## config.mk

```make
export PLATFORM = sky130hd
export DESIGN_NAME = amap_cordic
export DESIGN_NICKNAME = d
export VERILOG_FILES = /design/src/rtl/amap_pkg.sv /design/src/rtl/amap_cordic.sv
export SDC_FILE = /design/constraint.sdc
export NUM_CORES = 2
export LEC_CHECK = 0
export BUFFER_PORTS_ARGS = -buffer_cell sky130_fd_sc_hd__buf_4
export CORE_ASPECT_RATIO = 2
export CORE_MARGIN = 2
export CORE_UTILIZATION = 40
export DETAILED_ROUTE_END_ITERATION = 7
export GPL_TIMING_DRIVEN = 0
export PLACE_DENSITY = 0.64
export SLEW_MARGIN = 30
export SYNTH_ARGS = -nofsm -noshare
export SYNTH_HDL_FRONTEND = slang
export SYNTH_SLANG_ARGS = --single-unit
export TNS_END_PERCENT = 10
```

## constraint.sdc

```tcl
create_clock -name clk -period 5 [get_ports clk]
set_input_delay 0.75 -clock clk [delete_from_list [all_inputs] [get_ports clk]]
set_output_delay 0.75 -clock clk [all_outputs]
set_load 0.03 [all_outputs]
```

## src/rtl/amap_pkg.sv

```systemverilog
// shared types, widths and latencies of the angular map direction-to-uv block
`timescale 1ns / 1ps

package amap_pkg;

    localparam int COMP_W    = 16;
    localparam int TEX_W     = 16;
    localparam int CFG_W     = 11;
    localparam int CFG_IDX_W = 2;
    localparam int S_W       = 15;
    localparam int R_W       = 17;
    localparam int DEN_W     = 15;

    localparam int CORDIC_STEPS = 16;
    localparam int CORDIC_LAT   = CORDIC_STEPS + 2;
    localparam int DIV_STEPS    = R_W;
    localparam int DIV_LAT      = DIV_STEPS + 4;

    typedef struct packed {
        logic signed [COMP_W-1:0] dir_x;
        logic signed [COMP_W-1:0] dir_y;
        logic signed [COMP_W-1:0] dir_z;
    } dir_item_t;

    typedef struct packed {
        logic [TEX_W-1:0] tex_u;
        logic [TEX_W-1:0] tex_v;
    } tex_item_t;

    typedef enum logic [CFG_IDX_W-1:0] {
        CFG_CENTER_TOL = 2'd0,
        CFG_SINE_EPS   = 2'd1
    } cfg_reg_e;

endpackage

```

## src/rtl/amap_cordic.sv

```systemverilog
// pipelined cordic vectoring stage giving acos(z)/pi in unsigned q1.16
`timescale 1ns / 1ps

module amap_cordic
    import amap_pkg::*;
(
    input  logic                     clk,
    input  logic                     rst_n,
    input  logic                     in_valid,
    input  logic signed [COMP_W-1:0] z,
    input  logic        [S_W-1:0]    s,
    output logic                     out_valid,
    output logic        [R_W-1:0]    r
);

    localparam int CW    = 26;
    localparam int ANG_W = 19;

    localparam logic signed [ANG_W-1:0] ATAN_LUT [CORDIC_STEPS] = '{
        19'sd16384, 19'sd9672, 19'sd5110, 19'sd2594, 19'sd1302, 19'sd652,
        19'sd326, 19'sd163, 19'sd81, 19'sd41, 19'sd20, 19'sd10,
        19'sd5, 19'sd3, 19'sd1, 19'sd1
    };

    logic                    valid_reg [0:CORDIC_STEPS];
    logic signed [CW-1:0]    x_reg     [0:CORDIC_STEPS];
    logic signed [CW-1:0]    y_reg     [0:CORDIC_STEPS];
    logic signed [ANG_W-1:0] a_reg     [0:CORDIC_STEPS];
    logic                    r_valid_reg;
    logic        [R_W-1:0]   r_reg;

    logic signed [CW-1:0] z_scaled;
    logic signed [CW-1:0] s_scaled;

    assign z_scaled = CW'($signed(z)) <<< 8;
    assign s_scaled = $signed({{(CW-S_W-8){1'b0}}, s, 8'b0});

    // entry: left half plane gets a quarter turn first
    always_ff @(posedge clk or negedge rst_n)
    begin
        if (!rst_n)
        begin
            valid_reg[0] <= 1'b0;
        end
        else
        begin
            valid_reg[0] <= in_valid;
        end
    end

    always_ff @(posedge clk)
    begin
        if (z < 0)
        begin
            x_reg[0] <= s_scaled;
            y_reg[0] <= -z_scaled;
            a_reg[0] <= ANG_W'(32768);
        end
        else
        begin
            x_reg[0] <= z_scaled;
            y_reg[0] <= s_scaled;
            a_reg[0] <= '0;
        end
    end

    for (genvar i = 0; i < CORDIC_STEPS; i++)
    begin : g_step
        always_ff @(posedge clk or negedge rst_n)
        begin
            if (!rst_n)
            begin
                valid_reg[i+1] <= 1'b0;
            end
            else
            begin
                valid_reg[i+1] <= valid_reg[i];
            end
        end

        always_ff @(posedge clk)
        begin
            if (y_reg[i] > 0)
            begin
                x_reg[i+1] <= x_reg[i] + (y_reg[i] >>> i);
                y_reg[i+1] <= y_reg[i] - (x_reg[i] >>> i);
                a_reg[i+1] <= a_reg[i] + ATAN_LUT[i];
            end
            else
            begin
                x_reg[i+1] <= x_reg[i] - (y_reg[i] >>> i);
                y_reg[i+1] <= y_reg[i] + (x_reg[i] >>> i);
                a_reg[i+1] <= a_reg[i] - ATAN_LUT[i];
            end
        end
    end

    // clamp angle to [0, one]
    always_ff @(posedge clk or negedge rst_n)
    begin
        if (!rst_n)
        begin
            r_valid_reg <= 1'b0;
        end
        else
        begin
            r_valid_reg <= valid_reg[CORDIC_STEPS];
        end
    end

    always_ff @(posedge clk)
    begin
        if (a_reg[CORDIC_STEPS] < 0)
        begin
            r_reg <= '0;
        end
        else if (a_reg[CORDIC_STEPS] > ANG_W'(65536))
        begin
            r_reg <= R_W'(65536);
        end
        else
        begin
            r_reg <= a_reg[CORDIC_STEPS][R_W-1:0];
        end
    end

    assign out_valid = r_valid_reg;
    assign r         = r_reg;

endmodule

```

### Word level (Yosys, flattened, before mapping)

Memory sizes are Yosys's and may differ from the RTL's.
Index checks and enable logic that the tools add are counted.

* memories: 3
* latch bits: 0
* output and inout bits: 18
* bits in registers: 35
* memory bits (read-only): 0
* bits in writable memories: 1207
* word-level logic and storage cells: 293
* bits of input ports: 34

Memory list
* x_reg: depth 17, width 26, read ports 16, clocked after memory_dff 0, write ports 17, line amap_cordic.sv:26 `logic signed [CW-1:0] x_reg [0:CORDIC_STEPS];`
* y_reg: depth 17, width 26, read ports 16, clocked after memory_dff 0, write ports 17, line amap_cordic.sv:27 `logic signed [CW-1:0] y_reg [0:CORDIC_STEPS];`
* a_reg: depth 17, width 19, read ports 17, clocked after memory_dff 0, write ports 17, line amap_cordic.sv:28 `logic signed [ANG_W-1:0] a_reg [0:CORDIC_STEPS];`

* bitwise operators: 51
* multipliers: 0
* shifts and indexed selects: 0
* equality and inequality tests: 0
* div/mod/pow operators: 0
* add/subtract/negate cells: 96
* reductions and logical operators: 1
* magnitude comparators: 19
* muxes and demuxes: 103

Operator list (number)
* 26-bit two-way mux: 34
* 26-bit by 1-bit greater-than comparator with 1-bit output (second input constant): 16
* 19-bit two-way mux: 17
* 26-bit by 11-bit adder with 26-bit output: 2
* 26-bit by 12-bit adder with 26-bit output: 2
* 26-bit by 13-bit adder with 26-bit output: 2
* 26-bit by 14-bit adder with 26-bit output: 2
* 26-bit by 15-bit adder with 26-bit output: 2
* 26-bit by 16-bit adder with 26-bit output: 2
* 26-bit by 17-bit adder with 26-bit output: 2
* 26-bit by 18-bit adder with 26-bit output: 2
* 26-bit by 19-bit adder with 26-bit output: 2
* 26-bit by 20-bit adder with 26-bit output: 2
* 26-bit by 21-bit adder with 26-bit output: 2
* 26-bit by 22-bit adder with 26-bit output: 2
* 26-bit by 23-bit adder with 26-bit output: 2
* 26-bit by 24-bit adder with 26-bit output: 2
* 26-bit by 25-bit adder with 26-bit output: 2
* 26-bit by 11-bit subtractor with 26-bit output: 2
* 26-bit by 12-bit subtractor with 26-bit output: 2
* 26-bit by 13-bit subtractor with 26-bit output: 2
* 26-bit by 14-bit subtractor with 26-bit output: 2
* 26-bit by 15-bit subtractor with 26-bit output: 2
* 26-bit by 16-bit subtractor with 26-bit output: 2
* 49 further kinds: 161

### Logic depth before layout (Yosys ltp)

An unclocked memory read counts as a cell.

* depth in word-level cells: 5
* mapped depth: 23
* depth with buffers taken out: 22

### Worst setup path before layout

OpenSTA, ideal clock, no wires.

* path type: reg2reg
* from: memory y_reg[7][11]
* to: memory y_reg[8][22]
* data required time: 4.928 ns
* arrival: 5.339 ns
* path buffers: 1
* library setup time: 0.072 ns
* clock period less this slack: 5.411 ns
* stages on the path, launching flop included: 23
* path slack: -0.411 ns
* cell sequence: dfxtp_1 > nor3_1 > nand2_1 > nor3_1 > nor4b_1 > nand2_1 > nor2_1 > a31oi_1 > inv_1 > buf_1 > nor2_1 > xor2_1 > ha_1 > nor2b_1 > o31a_1 > o32ai_1 > o21ai_0 > o21ai_0 > o311ai_0 > nor2b_1 > a31oi_1 > nor2b_1 > xnor2_1

RTL lines (line)
* start: declaration: amap_cordic.sv:27

==> run metrics <==
outcome=finished, violations left; violated checks=setup timing; antenna violations before repair=12; top cells by area, synth=dfxtp_1, ha_1, xnor2_1, a21oi_1, xor2_1; GRT met1 Usage=0.177; P&R area growth vs syn=16.8%; setup TNS=-1.18 ns; RSZ-0062 raised after global routing=true; syn avg cell area=8.58 sq um; critical path type=reg -> reg; clk sinks=1014; Post-DP HPWL=195000 um; worst endpoint required time=5.63 ns; post-route design area=83600 sq um; Synth top area share=0.279; drt pass-1 iters=8; Final setup viols=12; Core Box Area=178000 sq um; crit share post-route=1.06; GR Util All Layers=0.264; Post-synth ARST share=0.0178; vias in the first global route=65700; DRC viols=0; Slew @ Worst Pin=0.993 ns; Slowest-stage cell, CP=or4_4; Clock Tree Buf Depth=3; final WL=246000 um; I/O Pins=52; Multi-input gate area=52200 sq um; CP startpoint kind=flop; pin count of the biggest net entering global routing=27; CTS Buf Count=97; CTS tree=built; nets=9681; met3 usage=0.0469; WP data arrival=5.92 ns; gpl congestion=1.04; Via Count=63000; fillcell total=16900; max reg flops=386; Congestion Overflow GR=0; area occupied by registers=20500 sq um; share of layout cells above drive strength 1=0.119; placed cell areas=75000 sq um; GRT busiest layer=met2; FF+latch count, synth=1014; post-route ant nets=0; Worst setup EP type=flop; Root Driver=clkbuf_16; grt met2 use=0.527; Iter 0 DRT Violations=2670; Most used DFF post-synth=dfxtp_1; Die Span X=303 um; fmax=0.189 GHz; # rows=219; DR WL/cell=22.2 um; Yosys top cell by area=dfxtp_1; post-synthesis cell type count=92; ordered cell list for the critical path=nor3_2 -> nand2_2 -> nor3_4 -> nor4b_4 -> nand4_1 -> nor2b_4 -> clkbuf_16 -> nand2_4 -> xnor2_2 -> ha_1 -> a21o_1 -> a2111o_1 -> nor3_4 -> o21ai_4 -> o31ai_4 -> a31oi_2 -> or4_4 -> a31o_4 -> a21oi_4 -> xnor2_4; Cell Area, Synth=71500 sq um; max_slew headroom=0.332; yosys warns=0; Vias/cell=5.68; IO Port Bufs=51; Layout Cells excl Fill=11100; worst-path fanout max=7; Post-Syn Instances=8330; most used cell, CP=nor3_4; # placed instances=10700; Die Footprint=182000 sq um; Crit path largest cell delay=0.51 ns; WHS=0.102 ns; H-tree levels=3; Max Cap Viol=0; Post-synth EDFFs=0; final max-slew violation count=0; Hold WC Path Type=in -> reg; Clock transition at path regs=0.07 ns; first-pass GRT wire length=366000 um; Final WS setup=-0.289 ns; post-synthesis sequential area ratio=0.285; Worst-Skew Late Latency=0.78 ns; Starting Density=0.402; die height=602 um; Worst Skew=0.0841 ns; final hold viol count=0; clock period minus worst slack=5.29 ns
-- layout by cell type, fill, tap and decap left out, types with 37 or more instances in the layout --
cell / instances
nand2_1: 467
xnor2_1: 766
nor2b_1: 110
nor4_1: 78
a21oi_1: 627
o21a_1: 138
xor2_1: 364
nor3_1: 225
nand4_1: 38
dfxtp_1: 960
clkbuf_16: 102
buf_4: 222
o21ai_1: 46
a21o_1: 227
o41ai_1: 48
inv_1: 409
ha_1: 916
nand2b_1: 107
or3_1: 82
mux2_2: 37
nand3_1: 117
a31oi_1: 46
and2_1: 60
o31ai_1: 91
a21oi_2: 39
and3_1: 57
o21bai_1: 89
o21ai_0: 419
nor2_1: 698
clkbuf_1: 75
a211oi_1: 54
-- per-stage QoR --
stage	worst slack, ns	utilization
after floorplan	-0.134	-
after global placement	-3.07	0.421
after detailed placement	-2.80	0.422
after CTS	-0.333	0.460
after global routing	-0.298	0.470
final	-0.289	0.470
-- synthesized netlist by cell type (all sizes together), types with 40 or more instances --
cell type    n
and3        60
nor2b      122
nor3       253
o31ai      107
o21ai      506
clkbuf      97
nand2b     107
dfxtp      996
a21boi      40
nand2      485
xnor2      794
xor2       378
nand3      123
a31oi       58
inv        422
a211oi      81
nor2       716
o21bai      91
o21a       139
a21oi      676
a21o       227
or3         89
and2        63
o41ai       58
ha         938
nor4        99
-- layout make-up --
class	count	share of cell area
timing repair buffer	245	0.0250
multi-input combinational	6779	0.625
buffer	110	0.0101
sequential	1014	0.245
inverter	424	0.0194
clock buffer	121	0.0314
antenna	7	0.000210
tap	2320	0.0347
clock inverter	61	0.00919
-- final timing paths --
kind	from	to	slack [ns]	cells past startpoint
min reg2reg	valid_reg[11]	valid_reg[10]	0.33	0
min in group asynchronous	rst_n	out_valid	0.56	2
max in group asynchronous	rst_n	valid_reg[12]	4.20	2
min	in_valid	valid_reg[16]	0.10	1
max	y_reg[10][13]	y_reg[11][25]	-0.29	20
max reg2reg	y_reg[10][13]	y_reg[11][25]	-0.29	20
-- repair_timing --
action                                 CTS  global route
setup endpoints to repair              564           214
buffers inserted                       117            69
resized for setup                      530           312
gates cloned                             3             0
endpoints found under the hold margin   18             0
pin swaps                              131           148
hold buffers                             1             0
-- per-layer routing --
metal / vias to the layer above / part of all wire
met3: 1288 / 0.034
met4: 6 / 0.15
met5: - / 0.00017
met1: 29400 / 0.27
met2: 1745 / 0.55
li1: 30500 / -
-- kinds of logic after synthesis --
family / after synthesis / share of synthesized area
simple gates: 2313 / 0.158
compound gates: 2262 / 0.202
xor+xnor: 1172 / 0.144
flops: 1014 / 0.285
fa+ha+maj: 976 / 0.175
buf+inv: 538 / 0.0284
mux: 54 / 0.00821
other cells: 1 / 0.0000524
-- critical path: cells and delay by family (launching register included) --
kind | cells | cell delay [ns]
simple gates | 9 | 2.45
xor+xnor | 2 | 0.24
buf+inv | 1 | 0.23
compound gates | 7 | 1.54
fa+ha+maj | 1 | 0.31
flops | 1 | 0.41
Power is left out: the tool's default activity adds up to more than one toggle a clock period on the data nets, which glitch-free logic cannot reach.
