==> src/rtl/amap_pkg.sv <==
// shared types, widths and latencies of the angular map direction-to-uv block
`timescale 1ns / 1ps

package amap_pkg;

    localparam int COMP_W    = 16;
    localparam int TEX_W     = 16;
    localparam int CFG_W     = 11;
    localparam int CFG_IDX_W = 2;
    localparam int S_W       = 15;
    localparam int R_W       = 17;
    localparam int DEN_W     = 15;

    localparam int CORDIC_STEPS = 16;
    localparam int CORDIC_LAT   = CORDIC_STEPS + 2;
    localparam int DIV_STEPS    = R_W;
    localparam int DIV_LAT      = DIV_STEPS + 4;

    typedef struct packed {
        logic signed [COMP_W-1:0] dir_x;
        logic signed [COMP_W-1:0] dir_y;
        logic signed [COMP_W-1:0] dir_z;
    } dir_item_t;

    typedef struct packed {
        logic [TEX_W-1:0] tex_u;
        logic [TEX_W-1:0] tex_v;
    } tex_item_t;

    typedef enum logic [CFG_IDX_W-1:0] {
        CFG_CENTER_TOL = 2'd0,
        CFG_SINE_EPS   = 2'd1
    } cfg_reg_e;

endpackage

==> src/rtl/amap_div.sv <==
// pipelined scale and rounded divide giving one map coordinate
`timescale 1ns / 1ps

module amap_div
    import amap_pkg::*;
(
    input  logic                     clk,
    input  logic                     rst_n,
    input  logic                     in_valid,
    input  logic signed [COMP_W-1:0] comp,
    input  logic        [R_W-1:0]    r,
    input  logic        [DEN_W-1:0]  den,
    output logic                     out_valid,
    output logic        [TEX_W-1:0]  coord
);

    localparam int NUM_W = COMP_W + R_W + 1;
    localparam int MAG_W = 32;
    localparam int DVD_W = MAG_W + 1;
    localparam int REM_W = DEN_W + 1;

    // multiply stage
    logic                    m_valid_reg;
    logic signed [NUM_W-1:0] m_num_reg;
    logic [DEN_W-1:0]        m_den_reg;

    // magnitude stage
    logic                    g_valid_reg;
    logic                    g_neg_reg;
    logic [MAG_W-1:0]        g_mag_reg;
    logic [DEN_W-1:0]        g_den_reg;

    // divide steps, stage 0 holds the rounded dividend split
    logic                    st_valid_reg [0:DIV_STEPS];
    logic                    st_neg_reg   [0:DIV_STEPS];
    logic                    st_ovf_reg   [0:DIV_STEPS];
    logic                    st_nz_reg    [0:DIV_STEPS];
    logic [DEN_W-1:0]        st_den_reg   [0:DIV_STEPS];
    logic [REM_W-1:0]        st_rem_reg   [0:DIV_STEPS];
    logic [R_W-1:0]          st_lo_reg    [0:DIV_STEPS];
    logic [R_W-1:0]          st_q_reg     [0:DIV_STEPS];

    logic                    o_valid_reg;
    logic [TEX_W-1:0]        o_coord_reg;

    logic signed [NUM_W-1:0] num_abs;
    logic [DVD_W-1:0]        dividend;
    logic [R_W-1:0]          q_final;
    logic [R_W+1:0]          biased;

    always_ff @(posedge clk or negedge rst_n)
    begin
        if (!rst_n)
        begin
            m_valid_reg     <= 1'b0;
            g_valid_reg     <= 1'b0;
            st_valid_reg[0] <= 1'b0;
            o_valid_reg     <= 1'b0;
        end
        else
        begin
            m_valid_reg     <= in_valid;
            g_valid_reg     <= m_valid_reg;
            st_valid_reg[0] <= g_valid_reg;
            o_valid_reg     <= st_valid_reg[DIV_STEPS];
        end
    end

    assign num_abs  = m_num_reg[NUM_W-1] ? -m_num_reg : m_num_reg;
    assign dividend = DVD_W'(g_mag_reg) + DVD_W'(g_den_reg >> 1);

    always_ff @(posedge clk)
    begin
        m_num_reg <= NUM_W'(comp) * $signed({1'b0, r});
        m_den_reg <= den;

        g_neg_reg <= m_num_reg[NUM_W-1];
        g_mag_reg <= num_abs[MAG_W-1:0];
        g_den_reg <= m_den_reg;

        st_neg_reg[0] <= g_neg_reg;
        st_nz_reg[0]  <= (g_mag_reg != '0);
        st_den_reg[0] <= g_den_reg;
        // quotient beyond 17 bits saturates anyway
        st_ovf_reg[0] <= (dividend[DVD_W-1:R_W] >= REM_W'(g_den_reg));
        st_rem_reg[0] <= dividend[DVD_W-1:R_W];
        st_lo_reg[0]  <= dividend[R_W-1:0];
        st_q_reg[0]   <= '0;
    end

    for (genvar k = 0; k < DIV_STEPS; k++)
    begin : g_step
        logic [REM_W:0] trial;
        logic [REM_W:0] diff;

        assign trial = {st_rem_reg[k], st_lo_reg[k][R_W-1]};
        assign diff  = trial - (REM_W+1)'(st_den_reg[k]);

        always_ff @(posedge clk or negedge rst_n)
        begin
            if (!rst_n)
            begin
                st_valid_reg[k+1] <= 1'b0;
            end
            else
            begin
                st_valid_reg[k+1] <= st_valid_reg[k];
            end
        end

        always_ff @(posedge clk)
        begin
            st_neg_reg[k+1] <= st_neg_reg[k];
            st_ovf_reg[k+1] <= st_ovf_reg[k];
            st_nz_reg[k+1]  <= st_nz_reg[k];
            st_den_reg[k+1] <= st_den_reg[k];
            st_lo_reg[k+1]  <= {st_lo_reg[k][R_W-2:0], 1'b0};
            if (trial >= (REM_W+1)'(st_den_reg[k]))
            begin
                st_rem_reg[k+1] <= diff[REM_W-1:0];
                st_q_reg[k+1]   <= {st_q_reg[k][R_W-2:0], 1'b1};
            end
            else
            begin
                st_rem_reg[k+1] <= trial[REM_W-1:0];
                st_q_reg[k+1]   <= {st_q_reg[k][R_W-2:0], 1'b0};
            end
        end
    end

    // zero divisor gives full scale by sign (zero for a zero numerator), otherwise saturate to one
    always_comb
    begin
        if (st_den_reg[DIV_STEPS] == '0)
        begin
            q_final = st_nz_reg[DIV_STEPS] ? R_W'(65536) : '0;
        end
        else if (st_ovf_reg[DIV_STEPS] || st_q_reg[DIV_STEPS] > R_W'(65536))
        begin
            q_final = R_W'(65536);
        end
        else
        begin
            q_final = st_q_reg[DIV_STEPS];
        end
        if (st_neg_reg[DIV_STEPS])
        begin
            biased = (R_W+2)'(65538) - (R_W+2)'(q_final);
        end
        else
        begin
            biased = (R_W+2)'(65538) + (R_W+2)'(q_final);
        end
    end

    // biased value never exceeds 18 bits, so the top bit is always clear
    always_ff @(posedge clk)
    begin
        o_coord_reg <= biased[TEX_W+1:2];
    end

    assign out_valid = o_valid_reg;
    assign coord     = o_coord_reg;

endmodule

==> config.mk <==
export PLATFORM = sky130hd
export DESIGN_NAME = amap_div
export DESIGN_NICKNAME = d
export VERILOG_FILES = /design/src/rtl/amap_pkg.sv /design/src/rtl/amap_div.sv
export SDC_FILE = /design/constraint.sdc
export NUM_CORES = 2
export LEC_CHECK = 0
export BUFFER_PORTS_ARGS = -buffer_cell sky130_fd_sc_hd__buf_2
export CORE_ASPECT_RATIO = 1.75
export CORE_MARGIN = 3
export CORE_UTILIZATION = 35
export CTS_CLUSTER_SIZE = 16
export DETAILED_ROUTE_END_ITERATION = 8
export RECOVER_POWER = 25
export SETUP_SLACK_MARGIN = 0.4
export SLEW_MARGIN = 20
export SYNTH_ARGS = -nofsm -noshare
export SYNTH_HDL_FRONTEND = slang
export SYNTH_SLANG_ARGS = --single-unit
==> constraint.sdc <==
create_clock -name clk -period 5.4 [get_ports clk]
set_clock_uncertainty 0.05 [all_clocks]
set_input_delay 0.27 -clock clk [delete_from_list [all_inputs] [get_ports clk]]
set_output_delay 0.27 -clock clk [all_outputs]
set_load 0.02 [all_outputs]
# After elaboration in Yosys (flattened, before gate mapping)
# Memories as Yosys holds them, arrays and structs flattened.
# Cells that the tools add are included.
[classes] n_addsub=21 n_mux=90 magnitude_cmp=19 reduce_logical=3 n_bitwise=34 n_mul=1
[op_table] cell="$mux W17" count=20
[op_table] cell="$ge A17 B15 Y1" count=17
[op_table] cell="$mux W16" count=17
[op_table] cell="$sub A16 B15 Y16" count=17
[op_table] cell="$mux W1" count=51
[op_table] cell="$mul A16 B18 Y34" count=1
[op_table] cell="$or A1 B1 Y1" count=34
[op_table] cell="$add A32 B14 Y33" count=1
[op_table] cell="$mux W32" count=1
[op_table] cell="$neg A32 Y32" count=1
[op_table] cell="$reduce_bool A32 Y1" count=1
[op_table] cell="$add A17 B17 Y18 const A" count=1
[op_table] cell="$mux W18" count=1
[op_table] cell="$sub A17 B17 Y18 const A" count=1
[op_table] cell="$gt A17 B17 Y1 const B" count=1
[op_table] cell="$ge A16 B15 Y1" count=1
[op_table] cell="$logic_not A15 Y1" count=1
[op_table] cell="$logic_or A1 B1 Y1" count=1
[word_totals] wordCells=202 ram_bits=1224 memories=7 inputBits=51 out_inout_bits=17 regBits=134
[mem_list] memory="st_lo_reg" depth=18 width=17 read_ports=17 rd_ports_with_merged_regs=0 write_ports=18 line="amap_div.sv:40" text="logic [R_W-1:0] st_lo_reg [0:DIV_STEPS];"
[mem_list] memory="st_q_reg" depth=18 width=17 read_ports=18 rd_ports_with_merged_regs=0 write_ports=18 line="amap_div.sv:41" text="logic [R_W-1:0] st_q_reg [0:DIV_STEPS];"
[mem_list] memory="st_rem_reg" depth=18 width=16 read_ports=17 rd_ports_with_merged_regs=0 write_ports=18 line="amap_div.sv:39" text="logic [REM_W-1:0] st_rem_reg [0:DIV_STEPS];"
[mem_list] memory="st_den_reg" depth=18 width=15 read_ports=18 rd_ports_with_merged_regs=0 write_ports=18 line="amap_div.sv:38" text="logic [DEN_W-1:0] st_den_reg [0:DIV_STEPS];"
[mem_list] memory="st_neg_reg" depth=18 width=1 read_ports=18 rd_ports_with_merged_regs=0 write_ports=18 line="amap_div.sv:35" text="logic st_neg_reg [0:DIV_STEPS];"
[mem_list] memory="st_nz_reg" depth=18 width=1 read_ports=18 rd_ports_with_merged_regs=0 write_ports=18 line="amap_div.sv:37" text="logic st_nz_reg [0:DIV_STEPS];"
[mem_list] memory="1 more memories"

# Longest topological paths before layout
# An unclocked memory read counts as a cell.
[logic_depth] word_depth=7 mapped_depth=25 mapped_depth_nobuf=23

# Worst setup path before layout
# Ideal clock, no wire load.
[synth_path] path_kind="input -> register" startpoint="input port comp[9]" endpoint="register m_num_reg[21]" setup_slack_ps=-689 arrival_time_ps=5967 path_buffers=2 setup_time_ps=72 stages=21 required_ps=5278 path_cell_list="clkbuf_1 > clkbuf_1 > nand2_1 > fa_1 > inv_1 > fa_1 > fa_1 > fa_1 > fa_1 > inv_1 > fa_1 > inv_1 > ha_1 > a21oi_1 > o21ai_0 > a221o_1 > a21o_1 > a21o_1 > a21o_1 > a21oi_1 > xnor2_1"
[synth_between] elab_chain_cells=1
[synth_lines] element="from (decl)" line="amap_div.sv:10" text="input logic signed [COMP_W-1:0] comp,"
[synth_lines] element="$mul A16 B18 Y34" line="amap_div.sv:74" text="m_num_reg <= NUM_W'(comp) * $signed({1'b0, r});"
[synth_lines] element="to (signal assigned)" line="amap_div.sv:74"
[synth_lines] element="to (decl)" line="amap_div.sv:24" text="logic signed [NUM_W-1:0] m_num_reg;"
# Every way passes these cells.

# Worst setup path in the final report
[layout_path] startpoint="input port comp[5]" endpoint="register m_num_reg[33]"
# The elaborated chain is that of the path after synthesis.

==> metrics.txt <==
worst-path cell chain buf_12 -> buf_8 -> and2_4 -> fa_1 -> inv_1 -> fa_1 -> fa_1 -> fa_1 -> inv_1 -> fa_1 -> inv_2 -> fa_1 -> inv_2 -> ha_4 -> a211o_1 -> a211o_1 -> a221o_1 -> o211ai_1 -> buf_4 -> a31oi_4 -> o21a_1 -> nor2_2 -> xnor2_1; CP Buf/Inv Count 7; DR pass1 iterations 6; Reg2Reg Capture Point st_ovf_reg[0]$_DFF_P_; minimum clock period between 5 and 6 ns; post-synthesis compound-gate area fraction 10.2%; Die Y-Extent 495 um; CP startpoint kind input pin; Residual DRC 0; Post-synth EDFFs 0; CTS Buffer Depth 3; CP arrival approximately 5.8 ns; CTS tree yes; min-delay worst type in2reg; #FFs+latches synth 1035; final hold violations 0; post-synthesis mux area share 2.79%; Mapped Area between 0.04 and 0.05 sq mm; H-tree lvl count 3; P&R area growth vs syn 17.3%; status finished clean; total track usage 16.3%; area occupied by registers 0.0208 sq mm; Initial Util around 35%; Yosys cell types 74; post-route cell area roughly 0.056 sq mm; Post-synth top flop dfxtp_1; CP max-delay cell fa_1; clock buffer count from CTS 93; vias in the first global route roughly 35000; area occupied by multi-input gates 0.0248 sq mm; Total Nets Final roughly 5800; VDD IR max roughly 900 uV; ANT nets after route 0; most common cell type on the critical path fa_1; Max Transition Viols Final 0; total number of vias 33200; Stages on worst setup path 23; RSZ-0062 raised after global routing yes; initial antenna violation count 2; Setup CP Type in2reg; Root Buffer clkbuf_16; Top Ports 68; CP top delay family adder cells; Mapped Avg Cell Area approximately 10 sq um; gr ovfl total 0; ant diodes 0; Synth Area in Adders between 20% and 30%; Power Density about 770 mW/mm^2; post-synthesis sequential area ratio 43.6%; Post-DP Area around 0.052 sq mm; Largest register FFs ~270; Setup crit end kind flip-flop; die width 285 um; crit-path max cell delay roughly 0.54 ns; R2R depth 23; Setup crit start comp[5]; Critical Path RT 5.97 ns; P_leak 25.7 nW; worst-margin pin slew 0.987 ns; commonest non-fill, non-tap cell in the layout dfxtp_1; CP Capture Point m_num_reg[33]$_DFF_P_; Reg clk slew, reported paths ~0.07 ns; via/cell ratio 4.79; Rows around 180; later-pin clock latency in the skew report between 0.6 and 0.7 ns; r2r setup slk slightly below 0.7 ns; max_cap viols 0; slew margin rel. 34.2%; XOR/XNOR Fraction of Synth Area just over 5%; Routed Wire Length ~120000 um; IO Port Bufs 67; R2R Path Start g_mag_reg[0]$_DFF_P_; first-pass GRT wire length 180000 um; fraction of layout cells with a size suffix above 1 14.0%; fill count 13100; GPL Wtd Cong roughly 0.9; core area around 0.13 sq mm; 1st-iter DRT viols about 1000; Util after Layout 41.5%; CTS sink cnt 1035; Syn Nets about 5500; asr flop ratio synth 2.03%; commonest cells after routing, fill and taps aside 1009 x dfxtp_1, 609 x inv_1, 396 x ha_1; Die Footprint about 0.14 sq mm; largest net degree at the start of global routing 34; routed len/inst approximately 17 um; Fmax ~0.19 GHz; HPWL after detailed placement 93500 um; post-synthesis cell count about 4800; worst-path fanout max 6; largest family of logic cells by synthesized area adder cells; crit share post-route a little over nine tenths; Synth Area in Simple Gates between 10% and 20%; final setup fails 0; Syn. warnings 0
-- timing repair --
item	CTS	global route
resized for setup	97	65
gates cloned	2	0
hold endpoints to repair	38	0
pin swaps	76	73
hold buffers	20	0
setup endpoints to repair	14	15
buffers inserted	20	9
-- logic make-up (layout without fill, tap and decap cells) --
group                    count (synthesis)  after routing
AND/OR/NAND/NOR                       1171           1171
flip-flops                            1035           1035
multiplexers                           120            120
adder cells (fa/ha/maj)                637            637
XOR/XNOR                               280            280
buffers and inverters                  746           1108
AO/OA/AOI/OAI                          789            789
-- routing by layer --
layer	share of wire, %	global-route usage (%)
met1	30	12.4
met2	59	35.1
met3	2.4	2.05
met4	8.7	12.4
met5	0	0
-- synthesized netlist by cell type, drive strengths merged, types with 5 or more instances --
cell	count	area share (%)
or2	14	0.18
nor3	64	0.67
a21boi	25	0.39
a21o	65	1.0
dfrtp	21	1.1
a211oi	26	0.41
and2	132	1.7
nor2b	47	0.62
nand2b	44	0.58
ha	412	11
and4	6	0.11
o21bai	19	0.30
nor2	247	1.9
or3	42	0.60
xor2	104	1.9
nand2	348	2.7
or4	16	0.28
a221o	6	0.13
clkbuf	105	0.83
o221ai	7	0.13
o31ai	20	0.37
o21a	54	0.85
a31oi	27	0.35
nor4b	10	0.18
and3	18	0.24
a211o	7	0.13
xnor2	176	3.2
nand3	78	0.82
dfxtp	1014	43
mux2i	17	0.36
nor4	37	0.48
o211ai	15	0.24
fa	225	9.4
inv	634	5.0
a21oi	284	3.0
o21ai	171	1.8
o22ai	5	0.066
nand4	56	0.73
o41ai	16	0.29
mux2	103	2.4
buf	7	0.058
-- area by class of cell --
type	instances	share of cell area, %
clock buffer	117	4.62
clock inverter	55	1.18
inverter	634	4.26
multi-input combinational	2997	44.3
sequential	1035	37.2
tap	1800	4.02
timing repair buffer	302	4.43
-- power breakdown --
| group | switching [W] | internal (W) |
|---|---|---|
| clock | 0.00292 | 0.00397 |
| combinational | 0.0124 | 0.0117 |
| sequential | 0.00141 | 0.0105 |
| total | 0.0168 | 0.0262 |
-- how the worst min path moves through the flow --
stage          startpoint                     to  slack (ns)  cells past startpoint
6_report          comp[0]   m_num_reg[0]$_DFF_P_        0.08                      2
4_1_cts           comp[0]   m_num_reg[0]$_DFF_P_        0.02                      2
5_1_grt           comp[0]   m_num_reg[0]$_DFF_P_        0.05                      2
3_5_place_dp        rst_n    out_valid$_DFF_PN0_        0.19                      1
2_1_floorplan       rst_n  g_valid_reg$_DFF_PN0_       -0.08                      0
3_3_place_gp        rst_n    out_valid$_DFF_PN0_        0.18                      1
-- metrics by stage --
stage / hold slack (ns) / TNS [ns] / std cells / setup WS (ns) / power [W]
floorplan: -0.0756 / -0.569 / 4778 / -0.257 / 0.0281
global placement: 0.176 / -8.15 / 6717 / -0.868 / 0.0345
detailed placement: 0.190 / -8.77 / 6717 / -0.858 / 0.0349
CTS: 0.0184 / 0 / 6931 / 0.184 / 0.0428
global route: 0.0506 / -0.0132 / 6940 / -0.0132 / 0.0463
finish: 0.0841 / 0 / 6940 / 0.156 / 0.0429
Note: power is estimated with default switching activity, not from simulation.
